===== src/rtl/rict_pkg.sv =====
// Shared types and codes for the remote ID channel table.
// No dependencies; used by remote_id_channel_table.
`default_nettype none

package rict_pkg;

   localparam int ID_W    = 32;
   localparam int CHAN_W  = 16;
   localparam int SLOT_W  = 4;
   localparam int ENTRY_W = ID_W + CHAN_W;

   // entry layout: channel mask above the ID
   localparam logic [ENTRY_W-1:0] ERASED_ENTRY = {ENTRY_W{1'b1}};

   localparam logic [1:0] FUNC_COMPARE = 2'd0;
   localparam logic [1:0] FUNC_SAVE    = 2'd1;
   localparam logic [1:0] FUNC_ADD     = 2'd2;
   localparam logic [1:0] FUNC_REMOVE  = 2'd3;

   localparam logic [1:0] STATUS_DONE      = 2'd0;
   localparam logic [1:0] STATUS_REJECTED  = 2'd1;
   localparam logic [1:0] STATUS_OVERWROTE = 2'd2;

   typedef struct packed {
      logic [1:0]        func;
      logic [ID_W-1:0]   id_value;
      logic [CHAN_W-1:0] chan_mask;
      logic [SLOT_W-1:0] slot;
   } req_type;

   typedef struct packed {
      logic [SLOT_W-1:0] found_slot;
      logic              channel_overlap;
      logic [1:0]        status;
   } rsp_type;

endpackage

`default_nettype wire


===== src/rtl/rict_ram.sv =====
// Generic single-write, single-read synchronous RAM with registered read data.
// No dependencies.
`default_nettype none

module rict_ram #(
   parameter int WIDTH = 48,
   parameter int DEPTH = 10
) (
   input  wire logic                     clock,
   input  wire logic                     wr_en,
   input  wire logic [$clog2(DEPTH)-1:0] wr_addr,
   input  wire logic [WIDTH-1:0]         wr_data,
   input  wire logic                     rd_en,
   input  wire logic [$clog2(DEPTH)-1:0] rd_addr,
   output logic      [WIDTH-1:0]         rd_data
);

   logic [WIDTH-1:0] mem [DEPTH];

   always_ff @(posedge clock) begin
      if (wr_en) begin
         mem[wr_addr] <= wr_data;
      end
      if (rd_en) begin
         rd_data <= mem[rd_addr];
      end
   end

endmodule

`default_nettype wire


===== src/rtl/remote_id_channel_table.sv =====
// Remote ID channel table: top level, scan and read-modify-write control.
// Depends on rict_pkg and rict_ram.
`default_nettype none
//
//  channel   direction   handshake            payload
//  req_      in          req_valid/req_stall  rict_pkg::req_type
//  rsp_      out         rsp_valid/rsp_stall  rict_pkg::rsp_type
//  csr_      in          csr_valid/csr_ready  head_marker, 8 bits
//
//  Compare and save walk the entry RAM one entry per cycle, reading ahead
//  while the current entry is checked. The result is loaded once the result
//  register is free; the next request is taken after that. Add and remove
//  take one read and one write-back; a remove that clears the last channel
//  only marks the entry erased. A rejected slot does not touch the RAM.
//  Synchronous reset marks every entry erased through the valid bits; no
//  clearing pass is needed. A result waiting under rsp_stall does not block
//  acceptance of the next request, only the loading of its result.

module remote_id_channel_table #(
   parameter int ENTRIES = 10
) (
   input  wire logic              clock,
   input  wire logic              reset,
   input  wire logic              req_valid,
   output logic                   req_stall,
   input  wire rict_pkg::req_type req_data,
   output logic                   rsp_valid,
   input  wire logic              rsp_stall,
   output rict_pkg::rsp_type      rsp_data,
   input  wire logic              csr_valid,
   output logic                   csr_ready,
   input  wire logic [7:0]        csr_data
);

   localparam int IDX_W = $clog2(ENTRIES);
   localparam logic [IDX_W-1:0] LAST_IDX = IDX_W'(ENTRIES - 1);

   typedef enum logic [1:0] {
      ST_IDLE,
      ST_SCAN,
      ST_MOD,
      ST_OUT
   } state_type;

   state_type                      state_ff, state_in;
   rict_pkg::req_type              req_ff;
   rict_pkg::rsp_type              res_ff, res_in;
   rict_pkg::rsp_type              rsp_ff;
   logic                           rsp_valid_ff;
   logic [IDX_W-1:0]               idx_ff, idx_in;
   logic [ENTRIES-1:0]             vld_ff;
   logic [7:0]                     marker_ff;

   // RAM port signals
   logic                           wr_en, rd_en;
   logic [IDX_W-1:0]               wr_addr, rd_addr;
   logic [rict_pkg::ENTRY_W-1:0]   wr_data, rd_data;

   // valid-bit updates
   logic                           vld_set, vld_clr;

   // current entry as stored, erased where its valid bit is clear
   logic [rict_pkg::ENTRY_W-1:0]   entry;
   logic [rict_pkg::ID_W-1:0]      e_id;
   logic [rict_pkg::CHAN_W-1:0]    e_chan, new_chan;
   logic                           accept, slot_bad, rsp_free;
   logic [rict_pkg::SLOT_W-1:0]    idx_slot;

   assign accept    = req_valid && !req_stall;
   assign req_stall = (state_ff != ST_IDLE);
   assign csr_ready = 1'b1;
   assign rsp_valid = rsp_valid_ff;
   assign rsp_data  = rsp_ff;
   assign rsp_free  = !rsp_valid_ff || !rsp_stall;

   assign slot_bad = (req_data.slot == '0) ||
                     (req_data.slot > rict_pkg::SLOT_W'(ENTRIES));

   assign entry    = vld_ff[idx_ff] ? rd_data : rict_pkg::ERASED_ENTRY;
   assign e_id     = entry[rict_pkg::ID_W-1:0];
   assign e_chan   = entry[rict_pkg::ENTRY_W-1:rict_pkg::ID_W];
   assign idx_slot = rict_pkg::SLOT_W'(idx_ff) + rict_pkg::SLOT_W'(1);

   always_comb begin
      state_in = state_ff;
      res_in   = res_ff;
      idx_in   = idx_ff;
      rd_en    = 1'b0;
      rd_addr  = '0;
      wr_en    = 1'b0;
      wr_addr  = idx_ff;
      wr_data  = {req_ff.chan_mask, req_ff.id_value};
      vld_set  = 1'b0;
      vld_clr  = 1'b0;
      new_chan = e_chan;

      case (state_ff)
         ST_IDLE: begin
            if (accept) begin
               res_in = '{found_slot: '0, channel_overlap: 1'b0,
                          status: rict_pkg::STATUS_DONE};
               if (req_data.func == rict_pkg::FUNC_COMPARE ||
                   req_data.func == rict_pkg::FUNC_SAVE) begin
                  // start the scan at entry 0
                  rd_en    = 1'b1;
                  rd_addr  = '0;
                  idx_in   = '0;
                  state_in = ST_SCAN;
               end else if (slot_bad) begin
                  res_in.status = rict_pkg::STATUS_REJECTED;
                  state_in      = ST_OUT;
               end else begin
                  // fetch the addressed entry for read-modify-write
                  rd_en    = 1'b1;
                  rd_addr  = IDX_W'(req_data.slot - rict_pkg::SLOT_W'(1));
                  idx_in   = rd_addr;
                  state_in = ST_MOD;
               end
            end
         end

         ST_SCAN: begin
            // read ahead one entry while the current one is checked
            rd_en   = (idx_ff != LAST_IDX);
            rd_addr = idx_ff + IDX_W'(1);
            idx_in  = rd_addr;
            if (req_ff.func == rict_pkg::FUNC_COMPARE) begin
               if (e_id == req_ff.id_value) begin
                  res_in.found_slot = idx_slot;
                  if ((e_chan & req_ff.chan_mask) != '0) begin
                     res_in.channel_overlap = 1'b1;
                     state_in               = ST_OUT;
                  end
               end
               if (idx_ff == LAST_IDX) begin
                  state_in = ST_OUT;
               end
            end else begin
               // save: first entry without the marker, else the last entry
               if (entry[7:0] != marker_ff || idx_ff == LAST_IDX) begin
                  wr_en             = 1'b1;
                  wr_addr           = idx_ff;
                  vld_set           = 1'b1;
                  res_in.found_slot = idx_slot;
                  if (entry[7:0] == marker_ff) begin
                     res_in.status = rict_pkg::STATUS_OVERWROTE;
                  end
                  state_in = ST_OUT;
               end
            end
         end

         ST_MOD: begin
            if (req_ff.func == rict_pkg::FUNC_ADD) begin
               new_chan = e_chan | req_ff.chan_mask;
            end else begin
               new_chan = e_chan & ~req_ff.chan_mask;
            end
            wr_data = {new_chan, e_id};
            if (req_ff.func == rict_pkg::FUNC_REMOVE && new_chan == '0) begin
               // last channel gone: drop the entry back to erased
               vld_clr = 1'b1;
            end else begin
               wr_en   = 1'b1;
               vld_set = 1'b1;
            end
            state_in = ST_OUT;
         end

         ST_OUT: begin
            if (rsp_free) begin
               state_in = ST_IDLE;
            end
         end

         default: begin
            state_in = ST_IDLE;
         end
      endcase
   end

   always_ff @(posedge clock) begin
      if (reset) begin
         state_ff     <= ST_IDLE;
         rsp_valid_ff <= 1'b0;
         vld_ff       <= '0;
         marker_ff    <= '0;
      end else begin
         state_ff <= state_in;
         if (csr_valid && csr_ready) begin
            marker_ff <= csr_data;
         end
         if (vld_set) begin
            vld_ff[idx_ff] <= 1'b1;
         end else if (vld_clr) begin
            vld_ff[idx_ff] <= 1'b0;
         end
         if (rsp_valid_ff && !rsp_stall) begin
            rsp_valid_ff <= 1'b0;
         end
         if (state_ff == ST_OUT && rsp_free) begin
            rsp_valid_ff <= 1'b1;
         end
      end
      // payload holds
      res_ff <= res_in;
      idx_ff <= idx_in;
      if (accept) begin
         req_ff <= req_data;
      end
      if (state_ff == ST_OUT && rsp_free) begin
         rsp_ff <= res_ff;
      end
   end

   rict_ram #(
      .WIDTH (rict_pkg::ENTRY_W),
      .DEPTH (ENTRIES)
   ) u_entry_ram (
      .clock   (clock),
      .wr_en   (wr_en),
      .wr_addr (wr_addr),
      .wr_data (wr_data),
      .rd_en   (rd_en),
      .rd_addr (rd_addr),
      .rd_data (rd_data)
   );

   a_write_in_work: assert property (@(posedge clock) disable iff (reset)
      wr_en |-> (state_ff == ST_SCAN || state_ff == ST_MOD))
      else $error("entry write outside scan or modify");

   a_rsp_from_out: assert property (@(posedge clock) disable iff (reset)
      $rose(rsp_valid_ff) |-> $past(state_ff) == ST_OUT)
      else $error("result appeared without finishing a request");

   a_accept_leaves_idle: assert property (@(posedge clock) disable iff (reset)
      accept |=> state_ff != ST_IDLE)
      else $error("accepted request did not start");

   a_reject_clean: assert property (@(posedge clock) disable iff (reset)
      (rsp_valid_ff && rsp_ff.status == rict_pkg::STATUS_REJECTED) |->
      (rsp_ff.found_slot == '0 && !rsp_ff.channel_overlap))
      else $error("rejected request carries a slot or overlap");

endmodule

`default_nettype wire

===== config.mk =====
export PLATFORM = sky130hd
export DESIGN_NAME = remote_id_channel_table
export DESIGN_NICKNAME = d
export VERILOG_FILES = /design/src/rtl/rict_pkg.sv /design/src/rtl/rict_ram.sv /design/src/rtl/remote_id_channel_table.sv
export SDC_FILE = /design/constraint.sdc
export NUM_CORES = 1
export LEC_CHECK = 0
export BUFFER_PORTS_ARGS = -buffer_cell sky130_fd_sc_hd__clkbuf_2
export CAP_MARGIN = 10
export CORE_UTILIZATION = 45
export DETAILED_ROUTE_END_ITERATION = 10
export GPL_TIMING_DRIVEN = 0
export RECOVER_POWER = 25
export SKIP_LAST_GASP = 1
export SLEW_MARGIN = 20
export SYNTH_ARGS = -nofsm -noshare
export SYNTH_HDL_FRONTEND = slang
export SYNTH_SLANG_ARGS = --single-unit
export TNS_END_PERCENT = 1

===== constraint.sdc =====
create_clock -name clock -period 19.2 [get_ports clock]
set_input_delay 3.84 -clock clock [delete_from_list [all_inputs] [get_ports clock]]
set_output_delay 3.84 -clock clock [all_outputs]
set_load 0.05 [all_outputs]

==> impl_results.md <==
- Pwr dens: roughly 150 nW/um^2
- Htree depth: 3
- Reg clk slew, reported paths: 60 ps
- Iter 0 DRT Violations: approximately 1,600
- Drt first pass iters: 8
- Layout cells sized above 1: about a tenth
- Worst setup SP type: primary input
- # port buffers: 74
- Run status: finished with violations
- Vias/cell: just under 6
- Initial antenna violation count: 0
- GRT Overall Usage: approximately a quarter
- Root Buffer Master: clkbuf_16
- Routed WL: ~70 mm
- Sequential Power Share: 42.9%
- Yosys Warn Count: 0
- Final worst path period share: 47.39%
- Routability cong.: between 0.8 and 0.9
- Grt total ovfl: 0
- R2R cell count: 14
- Post-synth EDFFs: 596
- Vias in the first global route: 16,650
- WL/cell: approximately 23 um
- Synth Flop Type: edfxtp_1
- Hold Crit Start: res_ff[6]$_SDFFCE_PN0P_
- Yosys reg bits: ~600
- Setup violators final: 0
- ANT nets after route: 0
- MaxCap Viol Count: 7
- Net switching power: about 1600 uW
- Final Hold Viols: 0
- Clock sinks: 617
- DRC: 2
- Actual slew at the worst max-slew pin: 2226 ps
- Skew final: 27.18 ps
- Part of the power in the clock network: between 20% and 30%
- Number of diodes: 0
- Syn_area_per_cell: approximately 13 sq um
- Clock Path Buffers: 3
- Area delta synth->final: 14.58%
- Asr flop ratio synth: 0%
- Nets: ~2,300
- Syn Nets: between 2,000 and 2,500
- Site Rows: between 80 and 90
- Post-CTS Hold Fix Bufs: 0
- RR Endpoint: u_entry_ram.mem[8][21]$_DFFE_PP_
- RSZ-0062 raised after global routing: false
- Max transition margin: -48.92%
- Register area share after synthesis: 71.39%
- Die ar.: roughly 58,000 sq um
- Leak pwr: between 0.01 and 0.015 uW
- Post-route setup TNS: 0 ps
- Initial Util: between 40% and 50%
- Cell Area, Synth: between 20,000 and 30,000 sq um
- Worst hold path type: flip-flop to flip-flop
- Violated checks: DRC, capacitance limit, slew limit
- CTS tree: done
- Req. time, crit path: just under 20,000 ps
- Largest net degree at the start of global routing: 31
- Postcts setup bufs: 0
- Hold path depth: 0
- Via count: about 17,000
- Num CTS Buffers: 66
- Synth unique cells: ~70
- Max Clock Freq: between 100 and 150 MHz
- WHS Endpoint: rsp_data[6]$_DFFE_PP_
- Final HPWL DP: between 40 and 50 mm
- Critical path arrival: about 9400 ps
- Cts repair resizes: 0
- Critical path class: primary input to flip-flop
- Reg2reg start: idx_ff[0]$_DFFE_PP_
- Gate power share: ~30%
- I/O Pins: 77
- Setup crit end kind: flip-flop
- Worst Hold Margin: around 420 ps
- Sw Ratio: a little over a third
- First-pass GRT wire length: about 100 mm
- Core footprint: 56,390 sq um
- Worst VDD drop: 0.07295 mV
- Chip width: ~240 um
- Pint: between 2000 and 3000 uW
- Die Ht: between 200 and 250 um
- Synth Instances: 2,036
- Slew Viols, Final: approximately 110
- Flop-to-flop setup slack: between 10,000 and 15,000 ps
- Fin crit period: between 9000 and 10,000 ps
- CP Max Fanout: 28
- Worst skew pair latency: just over 600 ps
==> routing by layer <==
layer,global-route usage (%),part of all wire (%),vias up
met1,34.35,43,8644
li1,-,-,7951
met2,38.93,47,766
met3,3.706,7.6,113
met4,8.573,2.6,0
met5,0,0,-
==> power by group through the flow <==
stage | registers, uW | clock network [uW] | logic, uW
after global placement | 1960 | 0 | 1290
after CTS | 1930 | 1230 | 1370
after detailed placement | 1950 | 0 | 1360
final | 1930 | 1210 | 1360
after floorplan | 1910 | 0 | 834
after global routing | 1940 | 1280 | 1480
==> synth_stat cells, types with 3 or more instances <==
master / count / area, sq um
edfxtp_1: 596 / 17900
nand2_1: 528 / 1982
clkbuf_1: 114 / 427.9
a32oi_1: 3 / 26.28
a311oi_1: 96 / 840.8
nor2_1: 122 / 457.9
a31oi_1: 49 / 306.5
nor4_1: 8 / 50.05
mux2i_1: 18 / 180.2
o21ai_1: 9 / 45.04
nor3_1: 6 / 30.03
a221o_1: 3 / 30.03
and3_1: 56 / 350.3
mux2_2: 3 / 33.78
inv_1: 21 / 78.83
or3_1: 10 / 62.56
nand3_1: 119 / 595.6
nand2b_1: 4 / 25.02
dfxtp_1: 21 / 420.4
a21oi_1: 38 / 190.2
o22ai_1: 4 / 25.02
o31ai_1: 6 / 45.04
o21ai_0: 67 / 335.3
buf_6: 5 / 56.30
a41o_1: 7 / 70.07
buf_4: 4 / 30.03
buf_1: 6 / 22.52
o31ai_2: 3 / 37.54
nand4_1: 21 / 131.4
ha_1: 11 / 137.6
o32ai_1: 9 / 78.83
xor2_1: 22 / 192.7
==> worst max-delay path, stage by stage <==
cell and delay [ps]:
clkbuf_2 80, and2_0 1580, buf_12 280, nand3_1 170, o21ai_0 510, clkbuf_1 810
clkbuf_1 740, buf_1 500, nand3_1 160, a311oi_1 600, a31oi_1 110
==> placed cells by master (no fill, tap or decap), types with 38 or more instances in the layout <==
cell type,n
a21oi_1,38
o21ai_0,56
nand3_1,119
a31oi_1,49
a311oi_1,96
nand2_1,527
clkbuf_16,66
clkbuf_1,145
nor2_1,121
edfxtp_1,596
and3_1,56
clkbuf_2,69
==> stage by stage <==
step                utilization [%]  cells  power (uW)  setup WS [ps]  cell area [sq um]
floorplan                         -   2036        2742          12040              25660
global placement              47.84   2866        3257           9179              26970
detailed placement            49.00   2908        3316          10500              27630
CTS                           52.58   3023        4522          11130              29650
global route                  52.13   3023        4700           9851              29400
finish                        52.13   3023        4503          10100              29400
==> how the worst max path moves through the flow <==
stage / start / to
2_1_floorplan: req_valid / u_entry_ram.rd_data[35]$_DFFE_PP_
3_3_place_gp: req_valid / u_entry_ram.rd_data[38]$_DFFE_PP_
3_5_place_dp: req_data[0] / u_entry_ram.rd_data[38]$_DFFE_PP_
4_1_cts: req_data[0] / u_entry_ram.rd_data[38]$_DFFE_PP_
5_1_grt: req_valid / u_entry_ram.rd_data[38]$_DFFE_PP_
6_report: req_valid / u_entry_ram.rd_data[38]$_DFFE_PP_
==> layout make-up <==
class | instances | area, sq um
repair buffers | 116 | 812.0
clock inverters | 34 | 291.5
plain buffers | 131 | 520.5
well taps | 756 | 945.9
fillers | 4850 | 26990
flip-flops and latches | 617 | 18320
multi-input cells | 1267 | 6703
clock buffers | 81 | 1728
inverters | 21 | 78.83
==> sequential cells by signal, summed over array words and instances, names as in the netlist, named ones only <==
name,flops
u_entry_ram.rd_data,48
req_ff,50
rsp_valid,1
state_ff,2
rsp_data,7
res_ff,7
u_entry_ram.mem,480
marker_ff,8
idx_ff,4
==> kinds of logic (layout without fill, tap and decap cells) <==
logic type	count (synthesis)	count (layout)	synth area share (%)
and+or+nand+nor	891	891	15.03
xor gates and xnor gates	24	24	0.8193
adders and majority gates	11	11	0.5364
muxes	23	23	0.9363
DFF	617	617	71.39
AOI/OAI and AO/OA	317	317	8.832
buffers and inverters	152	383	2.438
other	1	1	0.01462
Note: power is estimated with default switching activity, not from simulation.
